## config.mk

```make
export PLATFORM = sky130hd
export DESIGN_NAME = mlps_ram
export DESIGN_NICKNAME = d
export VERILOG_FILES = /design/src/design/mlps_ram.sv
export SDC_FILE = /design/constraint.sdc
export NUM_CORES = 1
export LEC_CHECK = 0
export ABC_AREA = 1
export BUFFER_PORTS_ARGS = -buffer_cell sky130_fd_sc_hd__buf_4
export CORE_MARGIN = 3
export CORE_UTILIZATION = 30
export CTS_CLUSTER_SIZE = 40
export DETAILED_ROUTE_END_ITERATION = 16
export GPL_TIMING_DRIVEN = 0
export SYNTH_ARGS = -nofsm -noshare
export SYNTH_HDL_FRONTEND = slang
export SYNTH_SLANG_ARGS = --single-unit
```

## constraint.sdc

```tcl
create_clock -name clk -period 1.5 [get_ports clk]
set_input_delay 0.225 -clock clk [delete_from_list [all_inputs] [get_ports clk]]
set_output_delay 0.225 -clock clk [all_outputs]
set_load 0.01 [all_outputs]
```

## src/design/mlps_ram.sv

```systemverilog
`timescale 1ns / 1ps
`default_nettype none
module mlps_ram #(
    parameter int WIDTH = 16,
    parameter int DEPTH = 8
) (
    input  wire logic                     clk,
    input  wire logic                     we,
    input  wire logic [$clog2(DEPTH)-1:0] waddr,
    input  wire logic [WIDTH-1:0]         wdata,
    input  wire logic [$clog2(DEPTH)-1:0] raddr,
    output logic [WIDTH-1:0]              rdata
);

    logic [WIDTH-1:0] mem [DEPTH];

    // one write port, registered read
    always_ff @(posedge clk)
    begin
        if (we)
        begin
            mem[waddr] <= wdata;
        end
        rdata <= mem[raddr];
    end

endmodule
`default_nettype wire

```

==> results.sh <==
export IMPL_clock_tree_root_cell="sky130_fd_sc_hd__clkbuf_16"
export IMPL_status="finished, final reports clean"
export IMPL_tritoncts_clock_tree="done"
export IMPL_cts_htree_levels=4
export IMPL_fin_total_pwr_w=0.00977
export IMPL_syn_cell_area_mm2=0.00599
export IMPL_antenna_cells_inserted=0
export IMPL_timing_fmax_mhz=849
export IMPL_timing_critical_path_required_ns=1.63
export IMPL_critPathMaxFanout=9
export IMPL_timing_setup_critical_path_class="primary input to flop"
export IMPL_powerDensity_mw_per_mm2=1330
export IMPL_number_of_search_and_repair_iterations_in_the_first_detailed_routing_pass=5
export IMPL_syn_num_nets=611
export IMPL_flow_area_growth_from_synthesis_pct=23.0
export IMPL_drtIter0Drc=340
export IMPL_post_cts_resize_count=0
export IMPL_synth_top_flop_cell="sky130_fd_sc_hd__edfxtp_1"
export IMPL_vias=3872
export IMPL_max_slew_margin=0.581
export IMPL_synth_seq_cells=144
export IMPL_postSynthCellCount=587
export IMPL_global_route_usage_total=0.130
export IMPL_die_width_um=147
export IMPL_cts_buffers=17
export IMPL_leakage_power_total_nw=3.37
export IMPL_count_of_nets_after_finishing=675
export IMPL_grt_overflow_total=0
export IMPL_crit_path_start_kind="primary input"
export IMPL_initial_core_util=0.307
export IMPL_worst_min_delay_path_startpoint="wdata[6]"
export IMPL_cap_viol_max_count=0
export IMPL_cp_cell_sequence="buf_4, inv_1, nand2_1, nor2_2, buf_6"
export IMPL_rr_startpoint="mem[6][5]"
export IMPL_edff_count_synth=128
export IMPL_synth_area_per_cell_um2=10.2
export IMPL_routed_via_count_divided_by_cell_count=4.17
export IMPL_critical_path_max_stage_delay_ns=0.54
export IMPL_port_buffers=37
export IMPL_area_inside_the_core_boundary_mm2=0.0195
export IMPL_worstHoldPathCells=1
export IMPL_final_max_slew_violation_count=0
export IMPL_share_of_synthesized_flip_flops_with_an_asynchronous_set_or_reset=0
export IMPL_final_setup_worst_slack_ns=0.322
export IMPL_dp_hpwl_um=8720
export IMPL_std_cell_rows=51
export IMPL_drt_wirelength_per_cell_um=14.3
export IMPL_synth_warnings=0
export IMPL_finalClockSkew_ns=0.00349
export IMPL_ports_placed_on_the_boundary=40
export IMPL_grt_start_max_net_pins=17
export IMPL_cp_slowest_cell="sky130_fd_sc_hd__nor2_2"
export IMPL_netlist_cell_type_count=10
export IMPL_fp_dieArea_mm2=0.0217
export IMPL_endpoint_kind="flop"
export IMPL_worst_ir_drop_vdd_mv=0.743
export IMPL_cts_sink_count=144
export IMPL_timing_rr_end="rdata[5]"
export IMPL_pre_cts_slack_ns=-0.118
export IMPL_final_setup_viol_count=0
export IMPL_synth_top_cells_by_count="214 x sky130_fd_sc_hd__nand2_1, 133 x sky130_fd_sc_hd__inv_1, 128 x sky130_fd_sc_hd__edfxtp_1"
export IMPL_finalWeightedCongestion=0.739
export IMPL_synth_top_area_cell="sky130_fd_sc_hd__edfxtp_1"
export IMPL_rsz_0062_raised_after_global_routing="no"
export IMPL_min_to="mem[4][6]"
export IMPL_wirelength_um=13300
export IMPL_fp_dieH_um=147
export IMPL_critPathArrivalTime_ns=1.30
export IMPL_ys_top_cells_by_area="sky130_fd_sc_hd__edfxtp_1 64%, sky130_fd_sc_hd__nand2_1 13%, sky130_fd_sc_hd__inv_1 8.3%"
export IMPL_worst_pin_slew_ns=0.628
export IMPL_hold_violations=0
export IMPL_worst_setup_path_startpoint="waddr[0]"
export IMPL_grt_first_pass_wirelength_um=20800
export IMPL_yosysSeqAreaShare=0.695
export IMPL_clk_insertion_delay_late_ns=0.42
export IMPL_worst_setup_hold_path_clk_slew_ns=0.06
export IMPL_remaining_drc_errors=0
export IMPL_antenna_left=0
export IMPL_cts_root_to_sink_buffers=2
export IMPL_ff_to_ff_path_depth=6
export IMPL_cts_hold_fix_buffers=0
export IMPL_antenna_found_initial=0
export IMPL_first_global_vias=3697
export IMPL_synth_top_cell_area_share=0.642
export IMPL_post_cts_setup_buffer_count=0
export IMPL_setup_reg_to_reg_worst_slack_ns=0.63
export IMPL_drive_gt1_frac=0.158
export IMPL_min_delay_path_class="primary input to flop"
export IMPL_period_needed_ns=1.18
export IMPL_timing_final_crit_share=0.785
export IMPL_synth_most_common_cell="sky130_fd_sc_hd__nand2_1"
how the worst max path moves through the flow:
stage | endpoint | slack (ns) | cells after the start
after detailed placement | mem[0][15] | -0.12 | 5
final | mem[0][13] | 0.32 | 5
after global placement | mem[3][0] | -0.75 | 4
after floorplan | mem[0][0] | 0.05 | 3
after CTS | mem[0][15] | 0.33 | 5
after global routing | mem[0][13] | 0.21 | 5
layout make-up:
type                            instances  area (µm²)
Inverter                              134         503
Clock buffer                           23         488
Timing Repair Buffer                   45         387
Clock inverter                          9         153
Multi-Input combinational cell        286        1170
Sequential cell                       144        4160
Fill cell                            1919       12200
Buffer                                 23         169
Tap cell                              265         332
placed cells by master (no fill, tap or decap):
cell and instances:
sky130_fd_sc_hd__buf_2 12, sky130_fd_sc_hd__buf_4 41, sky130_fd_sc_hd__buf_6 10, sky130_fd_sc_hd__buf_8 5, sky130_fd_sc_hd__bufinv_16 4, sky130_fd_sc_hd__clkbuf_1 2, sky130_fd_sc_hd__clkbuf_16 17, sky130_fd_sc_hd__clkbuf_8 4
sky130_fd_sc_hd__clkinv_1 2, sky130_fd_sc_hd__clkinvlp_4 1, sky130_fd_sc_hd__dfxtp_1 16, sky130_fd_sc_hd__edfxtp_1 128, sky130_fd_sc_hd__inv_1 133, sky130_fd_sc_hd__inv_2 1, sky130_fd_sc_hd__inv_6 2, sky130_fd_sc_hd__nand2_1 214
sky130_fd_sc_hd__nand3_1 64, sky130_fd_sc_hd__nor2_2 8
power by group:
group          internal (W)  leakage (nW)  switching [W]
logic              0.000248          1.76       0.000422
registers           0.00453          1.30      0.0000365
clock network       0.00296         0.309        0.00157
total               0.00774          3.37        0.00203
per-layer routing:
metal  track usage  up-vias  routed length (µm)
li1              -     1945                   -
met1         0.182     1803                6400
met2         0.194      107                6030
met3        0.0382       17                 687
met4        0.0419        0                 176
met5             0        -                   0
state kept, by name, summed over array words and instances (netlist names):
register	flops
mem	128
rdata	16
metrics by stage:
stage / util / cell area [µm²] / cells / hold slack, ns / TNS (ns)
floorplan: - / 5990 / 587 / 0.324 / 0
global placement: 0.338 / 6600 / 889 / 0.459 / -87.75
detailed placement: 0.345 / 6730 / 897 / 0.468 / -2.96
CTS: 0.377 / 7370 / 929 / 0.0275 / 0
global route: 0.377 / 7370 / 929 / 0.0239 / 0
finish: 0.377 / 7370 / 929 / 0.0388 / 0
worst max-delay path: cells and delay by family:
| kind | cells | cell delay, ns |
|---|---|---|
| buffers and inverters | 3 | 0.39 |
| and+or+nand+nor | 2 | 0.68 |
cells by family after synthesis:
family,count (synthesis),share of synthesized area
flip-flops,144,0.695
AND/OR/NAND/NOR,286,0.193
buffers and inverters,157,0.112
Note: power is estimated with default switching activity, not from simulation.
