===== config.mk =====
export PLATFORM = sky130hd
export DESIGN_NAME = mlps_sqrt
export DESIGN_NICKNAME = d
export VERILOG_FILES = /design/src/design/mlps_pkg.sv /design/src/design/mlps_sqrt.sv
export SDC_FILE = /design/constraint.sdc
export NUM_CORES = 1
export LEC_CHECK = 0
export ABC_CLOCK_PERIOD_IN_PS = 27800
export BUFFER_PORTS_ARGS = -buffer_cell sky130_fd_sc_hd__buf_2
export CAP_MARGIN = 20
export CORE_MARGIN = 1.5
export CORE_UTILIZATION = 65
export DETAILED_ROUTE_END_ITERATION = 16
export PLACE_DENSITY = 0.91
export SYNTH_ARGS = -nofsm -noshare
export SYNTH_HDL_FRONTEND = slang
export SYNTH_SLANG_ARGS = --single-unit

===== constraint.sdc =====
create_clock -name clk -period 27.8 [get_ports clk]
set_input_delay 0 -clock clk [delete_from_list [all_inputs] [get_ports clk]]
set_output_delay 0 -clock clk [all_outputs]
set_load 0.02 [all_outputs]

===== src/design/mlps_pkg.sv =====
`timescale 1ns / 1ps
`default_nettype none
package mlps_pkg;

    // configuration register indexes
    typedef enum logic [15:0] {
        REG_OBJ_R   = 16'd0,
        REG_OBJ_G   = 16'd1,
        REG_OBJ_B   = 16'd2,
        REG_CAM_X   = 16'd3,
        REG_CAM_Y   = 16'd4,
        REG_CAM_Z   = 16'd5,
        REG_LCOUNT  = 16'd6
    } reg_index_t;

    localparam logic KIND_LOAD  = 1'b0;
    localparam logic KIND_SHADE = 1'b1;

    // sequencer states
    typedef enum logic [4:0] {
        ST_IDLE,
        ST_PREP,
        ST_NSQ,
        ST_NLEN,
        ST_NDIV,
        ST_VSQ,
        ST_VLEN,
        ST_VDIV,
        ST_RD,
        ST_LDIFF,
        ST_LSQ,
        ST_LLEN,
        ST_LDIV,
        ST_ATT,
        ST_HSUM,
        ST_HSQ,
        ST_HLEN,
        ST_HDIV,
        ST_DOTS,
        ST_POW,
        ST_INT,
        ST_TERMS,
        ST_ACC,
        ST_SCALE,
        ST_OUT
    } state_t;

    // divider request
    typedef struct packed {
        logic        start;
        logic [63:0] num;
        logic [63:0] den;
    } div_req_t;

    typedef struct packed {
        logic        busy;
        logic        done;
        logic [63:0] quot;
    } div_rsp_t;

    // square root request
    typedef struct packed {
        logic        start;
        logic [63:0] rad;
    } sqrt_req_t;

    typedef struct packed {
        logic        done;
        logic [31:0] root;
    } sqrt_rsp_t;

endpackage
`default_nettype wire


===== src/design/mlps_sqrt.sv =====
`timescale 1ns / 1ps
`default_nettype none
module mlps_sqrt (
    input  wire logic               clk,
    input  wire logic               rst_n,
    input  wire mlps_pkg::sqrt_req_t req,
    output mlps_pkg::sqrt_rsp_t     rsp
);

    logic [63:0] x_reg, x_next;
    logic [63:0] res_reg, res_next;
    logic [63:0] bit_reg, bit_next;
    logic        busy_reg, busy_next;
    logic        done_reg, done_next;

    // digit-by-digit root, two radicand bits per cycle
    always_comb
    begin
        x_next    = x_reg;
        res_next  = res_reg;
        bit_next  = bit_reg;
        busy_next = busy_reg;
        done_next = 1'b0;
        if (req.start)
        begin
            x_next    = req.rad;
            res_next  = '0;
            bit_next  = 64'h4000_0000_0000_0000;
            busy_next = 1'b1;
        end
        else if (busy_reg)
        begin
            if (x_reg >= res_reg + bit_reg)
            begin
                x_next   = x_reg - (res_reg + bit_reg);
                res_next = (res_reg >> 1) + bit_reg;
            end
            else
            begin
                res_next = res_reg >> 1;
            end
            bit_next = bit_reg >> 2;
            if (bit_reg[0])
            begin
                busy_next = 1'b0;
                done_next = 1'b1;
            end
        end
    end

    always_ff @(posedge clk or negedge rst_n)
    begin
        if (!rst_n)
        begin
            busy_reg <= 1'b0;
            done_reg <= 1'b0;
        end
        else
        begin
            busy_reg <= busy_next;
            done_reg <= done_next;
        end
    end

    always_ff @(posedge clk)
    begin
        x_reg   <= x_next;
        res_reg <= res_next;
        bit_reg <= bit_next;
    end

    assign rsp.done = done_reg;
    assign rsp.root = res_reg[31:0];

endmodule
`default_nettype wire


==> out/metrics.yaml <==
status: "finished, final reports clean"
row_count: 56
clock_latency_ns: 0.45
period_share_pct: 24.6
cp.arrival_ns: 6.91
path_common_cell: "ha_1"
dieArea_um2: 24600
cts.sinks: 162
rsz0062_at_grt: "false"
vias_per_cell: 6.59
crit_chain: "ha_1 > ha_1 > a21o_1 > a31oi_1 > o21ai_1 > a211oi_1 > o21ai_1 > a41oi_2 > nor4_1 > a31oi_1 > mux2i_1 > a2111oi_0 > ha_1 > nand4_1 > or2_2 > o221ai_1 > o41ai_1 > a21o_2 > buf_4 > o21ai_4 > buf_4"
htree_levels: 4
max_freq_ghz: 0.146
num_antenna_cells: 0
drc: 0
drv_cap: 0
syn_area_um2: 15400
seq_area_frac_synth_pct: 25.3
slowest_delay_ns: 0.68
ioPinCount: 100
hpwl_um: 33700
syn_to_final_growth_pct: 10.5
setup.worst_path.class: "reg2reg"
crit_path_max_fanout: 83
grt_pass1_wl_um: 74000
root_buffer: "clkbuf_16"
cts_buffers: 17
hold_violations: 0
floorplan.initialDensity_pct: 66.0
synth_flop_cell: "dfxtp_1"
setup_violations: 0
postLayoutCellArea_um2: 17000
drtAntennaViolNets: 0
gp_congestion: 0.958
grt_usage_pct: 37.9
fp.dieW_um: 157
yosysUniqueCellTypes: 85
cts_hold_buf: 66
grt_overflow: 0
fin_crit_ns: 6.85
antenna_found_initial: 0
crit_path_start_kind: "register"
postCtsSetupBuffers: 0
synth_cells: 2001
setup_tns_ns: 0
grt_max_degree: 85
synth_nets: 2199
synth_enable_flop_cells: 64
postPlaceCellArea_um2: 15800
regArea_um2: 3900
num_vias: 15800
initialDrtViolationCount: 1626
n_fill_cell: 1803
finClkSkew_ns: 0.0180
fin_nets: 2257
die_h_um: 157
multiInputGateArea_um2: 10700
leakagePower_nw: 7.03
core_um2: 23300
grt_pass1_vias: 14800
ir_worst_vdd_v: 0.0000935
cts_tree: "built"
slew_violations: 0
dp.cells: 2293
clk_pin_slew_ns: 0.08
crit_path_end_kind: "register"
tightestPinTransition_ns: 0.953
power_density_nw_per_um2: 95.8
drive_gt1_share_pct: 8.74
yosys_register_bits: 162
synth_area_per_cell_um2: 7.70
cts_resized: 0
async_reset_ff_share_pct: 1.23
final_cells: 2391
relSlewSlack_pct: 36.3
drt_wl_total_um: 46700
required_ns: 27.86
ys_warn_count: 0
drt-wirelength-per-cell_um: 19.5
clock_path_buffers: 2
hold_path_class: "in2reg"
critPathSlowestCell: "buf_4"
io_buffers: 99
dr.pass1.iters: 6
[metrics by stage]
step	total power, mW	utilization [%]	setup slack (ns)	hold slack (ns)
after floorplan	1.12	-	18.33	-0.296
after global placement	1.31	67.5	21.36	-0.207
after detailed placement	1.33	67.5	21.19	-0.207
after CTS	1.59	72.9	21.14	0.0583
after global routing	1.73	72.9	20.50	0.0976
final	1.63	72.9	20.95	0.0625
[worst paths after layout]
check | slack (ns) | end | depth (start not counted) | from
min in group asynchronous | 0.40 | busy_reg | 3 | rst_n
min | 0.06 | x_reg[59] | 4 | req[59]
min reg2reg | 0.52 | res_reg[0] | 2 | res_reg[0]
max reg2reg | 20.95 | x_reg[56] | 21 | bit_reg[0]
max | 20.95 | x_reg[56] | 21 | bit_reg[0]
max in group asynchronous | 27.26 | busy_reg | 3 | rst_n
[worst max-delay path, delay by kind of cell (launching register included)]
family | cells | cell delay, ns
buffers and inverters | 2 | 1.03
AO/OA/AOI/OAI | 12 | 3.44
flip-flops | 1 | 0.36
adder cells (fa/ha/maj) | 3 | 0.74
multiplexers | 1 | 0.12
AND/OR/NAND/NOR | 3 | 0.58
[Yosys cell counts (11+ instances only)]
| cell type | number | area share (%) |
|---|---|---|
| ha_1 | 130 | 11 |
| nor2_1 | 194 | 4.7 |
| a211oi_1 | 22 | 1.1 |
| nor4_1 | 15 | 0.61 |
| o21ai_1 | 53 | 1.7 |
| o21ai_0 | 154 | 5.0 |
| nor2b_1 | 12 | 0.49 |
| buf_4 | 33 | 1.6 |
| mux2i_1 | 43 | 2.8 |
| o21bai_1 | 29 | 1.4 |
| nand4_1 | 42 | 1.7 |
| xor2_1 | 79 | 4.5 |
| a31oi_1 | 73 | 3.0 |
| inv_1 | 51 | 1.2 |
| o31ai_1 | 21 | 1.0 |
| and3_1 | 15 | 0.61 |
| clkbuf_1 | 84 | 2.0 |
| a311oi_1 | 15 | 0.85 |
| a21oi_1 | 124 | 4.0 |
| a21o_1 | 51 | 2.5 |
| a31o_2 | 11 | 0.63 |
| xnor2_1 | 74 | 4.2 |
| nor3_1 | 20 | 0.65 |
| edfxtp_1 | 64 | 12 |
| and2_1 | 26 | 1.1 |
| nand3_1 | 41 | 1.3 |
| or3_1 | 15 | 0.61 |
| nand2_1 | 255 | 6.2 |
| dfxtp_1 | 96 | 12 |
[layout make-up]
cell class,count,area share (%)
timing repair buffer,173,7.18
clock buffer,19,2.73
multi-input combinational,1653,62.9
sequential,162,22.9
inverter,52,1.15
clock inverter,13,0.831
tap,319,2.35
[report_power, final]
part	leakage, nW	switching, mW	internal [mW]
Sequential	1.46	0.0458	0.343
Clock	0.300	0.115	0.135
Combinational	5.27	0.635	0.357
Total	7.03	0.795	0.835
[cell usage in the layout (no fill, tap or decap), types with 12 or more instances in the layout]
master	instances
nand2_1	255
nor2_1	194
o21ai_0	153
ha_1	130
a21oi_1	123
buf_2	98
dfxtp_1	96
xor2_1	79
xnor2_1	74
a31oi_1	73
dlygate4sd3_1	66
edfxtp_1	64
o21ai_1	53
inv_1	51
a21o_1	50
mux2i_1	43
nand4_1	42
nand3_1	41
o21bai_1	29
and2_1	26
a211oi_1	22
o31ai_1	21
nor3_1	20
clkbuf_16	18
or3_1	15
nor4_1	15
and3_1	15
a311oi_1	15
nor2b_1	12
[cell families (layout without fill, tap and decap cells)]
| family | Yosys count | in the layout | share of synthesized area (%) |
|---|---|---|---|
| muxes | 46 | 46 | 3.01 |
| DFF | 162 | 162 | 25.3 |
| buffers and inverters | 186 | 257 | 5.42 |
| xor gates and xnor gates | 153 | 153 | 8.70 |
| AOI/OAI and AO/OA | 652 | 652 | 27.2 |
| and+or+nand+nor | 671 | 671 | 19.7 |
| adders and majority gates | 131 | 131 | 10.7 |
[routing by layer]
layer	up-vias	global-route usage (%)	routed length [um]
li1	7440	-	-
met1	7276	45.6	18400
met2	840	63.2	21800
met3	206	6.66	3650
met4	0	22.7	2840
met5	-	0	0
(Power assumes the default switching activity.)
