File: config.mk
export PLATFORM = sky130hd
export DESIGN_NAME = mlps_div
export DESIGN_NICKNAME = d
export VERILOG_FILES = /design/src/design/mlps_pkg.sv /design/src/design/mlps_div.sv
export SDC_FILE = /design/constraint.sdc
export NUM_CORES = 1
export LEC_CHECK = 0
export ABC_CLOCK_PERIOD_IN_PS = 4570
export BUFFER_PORTS_ARGS = -buffer_cell sky130_fd_sc_hd__buf_2
export CORE_AREA = 5 5 225 118
export CTS_BUF_LIST = sky130_fd_sc_hd__clkbuf_4 sky130_fd_sc_hd__clkbuf_8
export DETAILED_ROUTE_END_ITERATION = 16
export DIE_AREA = 0 0 230 123
export HOLD_SLACK_MARGIN = 0.03
export PLACE_DENSITY = 0.68
export SLEW_MARGIN = 20
export SYNTH_ARGS = -nofsm -noshare
export SYNTH_HDL_FRONTEND = slang
export SYNTH_SLANG_ARGS = --single-unit
File: constraint.sdc
create_clock -name clk -period 4.57 [get_ports clk]
set_clock_uncertainty 0.05 [all_clocks]
set_input_delay 0.914 -clock clk [delete_from_list [all_inputs] [get_ports clk]]
set_output_delay 0.914 -clock clk [all_outputs]
set_load 0.02 [all_outputs]
File: src/design/mlps_pkg.sv
`timescale 1ns / 1ps
`default_nettype none
package mlps_pkg;

    // configuration register indexes
    typedef enum logic [15:0] {
        REG_OBJ_R   = 16'd0,
        REG_OBJ_G   = 16'd1,
        REG_OBJ_B   = 16'd2,
        REG_CAM_X   = 16'd3,
        REG_CAM_Y   = 16'd4,
        REG_CAM_Z   = 16'd5,
        REG_LCOUNT  = 16'd6
    } reg_index_t;

    localparam logic KIND_LOAD  = 1'b0;
    localparam logic KIND_SHADE = 1'b1;

    // sequencer states
    typedef enum logic [4:0] {
        ST_IDLE,
        ST_PREP,
        ST_NSQ,
        ST_NLEN,
        ST_NDIV,
        ST_VSQ,
        ST_VLEN,
        ST_VDIV,
        ST_RD,
        ST_LDIFF,
        ST_LSQ,
        ST_LLEN,
        ST_LDIV,
        ST_ATT,
        ST_HSUM,
        ST_HSQ,
        ST_HLEN,
        ST_HDIV,
        ST_DOTS,
        ST_POW,
        ST_INT,
        ST_TERMS,
        ST_ACC,
        ST_SCALE,
        ST_OUT
    } state_t;

    // divider request
    typedef struct packed {
        logic        start;
        logic [63:0] num;
        logic [63:0] den;
    } div_req_t;

    typedef struct packed {
        logic        busy;
        logic        done;
        logic [63:0] quot;
    } div_rsp_t;

    // square root request
    typedef struct packed {
        logic        start;
        logic [63:0] rad;
    } sqrt_req_t;

    typedef struct packed {
        logic        done;
        logic [31:0] root;
    } sqrt_rsp_t;

endpackage
`default_nettype wire

File: src/design/mlps_div.sv
`timescale 1ns / 1ps
`default_nettype none
module mlps_div (
    input  wire logic             clk,
    input  wire logic             rst_n,
    input  wire mlps_pkg::div_req_t req,
    output mlps_pkg::div_rsp_t    rsp
);

    logic [63:0] rem_reg, rem_next;
    logic [63:0] quo_reg, quo_next;
    logic [63:0] den_reg;
    logic [6:0]  cnt_reg, cnt_next;
    logic        busy_reg, busy_next;
    logic        done_reg, done_next;
    logic [64:0] trial;

    // restoring division, one quotient bit per cycle
    always_comb
    begin
        rem_next  = rem_reg;
        quo_next  = quo_reg;
        cnt_next  = cnt_reg;
        busy_next = busy_reg;
        done_next = 1'b0;
        trial     = {rem_reg, quo_reg[63]} - {1'b0, den_reg};
        if (req.start)
        begin
            rem_next  = '0;
            quo_next  = req.num;
            cnt_next  = 7'd64;
            busy_next = 1'b1;
        end
        else if (busy_reg)
        begin
            if (!trial[64])
            begin
                rem_next = trial[63:0];
                quo_next = {quo_reg[62:0], 1'b1};
            end
            else
            begin
                rem_next = {rem_reg[62:0], quo_reg[63]};
                quo_next = {quo_reg[62:0], 1'b0};
            end
            cnt_next = cnt_reg - 7'd1;
            if (cnt_reg == 7'd1)
            begin
                busy_next = 1'b0;
                done_next = 1'b1;
            end
        end
    end

    always_ff @(posedge clk or negedge rst_n)
    begin
        if (!rst_n)
        begin
            busy_reg <= 1'b0;
            done_reg <= 1'b0;
            cnt_reg  <= '0;
        end
        else
        begin
            busy_reg <= busy_next;
            done_reg <= done_next;
            cnt_reg  <= cnt_next;
        end
    end

    always_ff @(posedge clk)
    begin
        rem_reg <= rem_next;
        quo_reg <= quo_next;
        if (req.start)
        begin
            den_reg <= req.den;
        end
    end

    assign rsp.busy = busy_reg;
    assign rsp.done = done_reg;
    assign rsp.quot = quo_reg;

endmodule
`default_nettype wire

==> qor.yml <==
final_layout:
  layout_common_cells: "buf_2, edfxtp_1, nor2_1, inv_1, a21oi_1"
  n_antenna_cell: 0
  num-fill-cells: 2239
  area_growth_pct: 14.9
  utilization: 0.558
  fin_nets: 1561
  layout.cells.non_filler: 1707
  drive_gt1_frac: 0.238
  final_common_cell: "buf_2"
floorplan:
  die_area_um2: 28300
  io-pin-count: 197
  die_h_um: 123
  fp.coreArea_um2: 24500
  rows: 41
  die_w_um: 230
  initial_core_util: 0.486
clocking:
  post-cts-setup-buffers: 0
  cts_htree_levels: 1
  cts_sinks: 201
  cts.reportedPaths.clkPinSlew_ns: 0.07
  numCtsBuffers: 29
  clockBufferDepth: 3
  holdBufCountCts: 0
  clk_root_buffer_cell: "clkbuf_8"
  clk_latency_ns: 0.59
  cts.repair.resized: 0
  cts_tree: "yes"
synthesis:
  yosys_warnings: 0
  synth_top_area_frac: 0.323
  synth.avg_cell_area_um2: 10.0
  synthDistinctLibCells: 66
  yosysTopAreaCell: "edfxtp_1"
  async_flop_share: 0.0448
  syn_nets: 1389
  synth_flop_cell: "edfxtp_1"
  synth.area.top_cells: "edfxtp_1, dfxtp_1, ha_1, mux2_2, mux2i_1"
  syn-cell-area_um2: 11900
  yosysSeqAreaShare: 0.449
  ys_ff_latch: 201
  synth_edf_count: 128
  synthCells: 1191
setup_path:
  worst-r2r-setup-slack_ns: 0.41
  worstSetupPathType: "reg -> reg"
  crit_slowest_cell: "a2111oi_2"
  worst-r2r-cell-count: 14
  critical_path_arrival_ns: 4.56
  cp_num_buf_inv: 2
  worstReg2RegStart: "quo_reg[63]"
  cp_max_fo: 54
  cp_cell_sequence: "inv_1 -> ha_1 -> fa_1 -> nand2b_1 -> a21oi_1 -> o21ai_1 -> a2111oi_2 -> o21a_1 -> a21oi_2 -> o21ai_4 -> xor2_4 -> buf_12 -> nor3b_1 -> a2111oi_0"
  path_delay_family: "compound AO/OA/AOI/OAI gates"
  required_ns: 4.98
  cp_slowest_stage_delay_ns: 0.57
  crit_path_end_kind: "flop"
  rr_endpoint: "rem_reg[33]"
  cp-start-kind: "flop"
route:
  dr_wl_met3_mm: 2.87
  wl_met2_mm: 11.1
  wl_per_cell_um: 18.1
  top_layer_used: "met4"
  vias: 9575
  met1_length_mm: 16.4
  drtIter0Drc: 972
  wirelength_mm: 30.9
  ant_nets: 0
  drc: 0
  vias_per_cell: 5.61
  firstDrtPassIters: 5
run_status:
  outcome: "finished clean"
timing:
  fin_tns_setup_ns: 0
  period_minus_slack_ns: 4.16
  relSlewSlack: 0.447
  rsz0062_at_grt: "false"
  finalHoldViolCount: 0
  hold_ws_ns: 0.134
  setup_violations: 0
  finalCritPeriodShare: 0.910
  max_freq_ghz: 0.241
  timing_worst_slew_pin_value_ns: 0.820
  finalMaxSlewViolations: 0
power:
  peakVddDrop_uv: 475
  p_leak_nw: 5.86
  powerDensity_nw_per_um2: 498
placed_design:
  gp_congestion: 0.944
  io_buffers: 196
  dp_cells: 1654
  hpwl_mm: 23.2
grt:
  grt_pass1_vias: 8767
  gr-usage-all-layers: 0.210
  antenna_found_initial: 0
  grt_pass1_wl_mm: 48.1
  grt_remaining_overflow: 0
  grt_max_degree: 68
job:
  cap_viol_max_count: 0
hold_path:
  min_path_type: "in -> async"
-- worst max-delay path by stage --
stage | startpoint | to | slack, ns | cells after the start
4_1_cts | quo_reg[63] | rem_reg[33] | 0.50 | 14
3_3_place_gp | quo_reg[63] | rem_reg[33] | 0.52 | 14
5_1_grt | quo_reg[63] | rem_reg[33] | 0.12 | 14
3_5_place_dp | quo_reg[63] | rem_reg[33] | 0.60 | 14
6_report | quo_reg[63] | rem_reg[33] | 0.41 | 14
2_1_floorplan | quo_reg[63] | rem_reg[61] | 1.13 | 14
-- cells in the mapped netlist, types with 2 or more instances --
cell / instances
nand2_1: 74
nor3_1: 16
buf_4: 8
mux2i_1: 56
nand4b_1: 2
buf_1: 3
edfxtp_1: 128
clkbuf_1: 45
a21boi_0: 5
nor3b_1: 3
dfxtp_1: 64
a21o_1: 24
ha_1: 66
xor2_1: 24
dfrtp_1: 9
o21ai_0: 45
nand3_1: 19
a2111oi_0: 2
a31o_2: 2
o21ai_1: 5
nor4_1: 6
and3_1: 6
nand4_1: 19
mux2_2: 64
nor2_1: 116
nand2b_1: 11
o311a_1: 2
xnor2_1: 38
a21oi_1: 87
o211ai_1: 12
o21bai_1: 12
o21a_1: 6
a221oi_1: 6
a31oi_1: 8
a211oi_1: 58
a22o_1: 2
o2111ai_1: 2
inv_1: 88
nor2b_1: 7
a211o_1: 2
buf_2: 9
or3_1: 6
-- stage by stage --
step           setup WS [ns]  cell area (um2)  total power, mW
2_1_floorplan           1.13            11900             4.66
3_3_place_gp           0.516            13100             5.31
3_5_place_dp           0.599            13100             5.33
4_1_cts                0.499            13700             6.84
5_1_grt                0.122            13700             7.25
6_report               0.413            13700             6.82
-- power by group --
| group | leakage [nW] | total, mW | switching [mW] | internal (mW) |
|---|---|---|---|---|
| Clock | 0.313 | 1.46 | 0.704 | 0.761 |
| Sequential | 1.93 | 2.47 | 0.211 | 2.26 |
| Combinational | 3.62 | 2.88 | 1.65 | 1.23 |
-- logic make-up (layout without fill, tap and decap cells) --
| group | count (synthesis) | after routing | share of synthesized area |
|---|---|---|---|
| flops | 201 | 201 | 0.449 |
| buf+inv | 153 | 347 | 0.0517 |
| compound gates | 296 | 296 | 0.162 |
| xor+xnor | 63 | 63 | 0.0479 |
| mux | 120 | 120 | 0.108 |
| simple gates | 291 | 291 | 0.111 |
| fa+ha+maj | 67 | 67 | 0.0710 |
-- routing by layer --
layer | vias to the layer above | global-route usage
met5 | - | 0
met4 | 0 | 0.0351
met3 | 42 | 0.0629
met2 | 388 | 0.252
met1 | 4460 | 0.358
li1 | 4685 | -
-- final cells by class --
| cell class | instances | area (um2) | share of cell area |
|---|---|---|---|
| clock inverter | 7 | 28.8 | 0.00210 |
| sequential | 201 | 5350 | 0.391 |
| timing repair buffer | 206 | 1070 | 0.0785 |
| inverter | 88 | 330 | 0.0241 |
| clock buffer | 46 | 552 | 0.0403 |
| tap | 322 | 403 | 0.0294 |
| multi-input combinational | 837 | 5950 | 0.435 |
(Power assumes the default switching activity.)
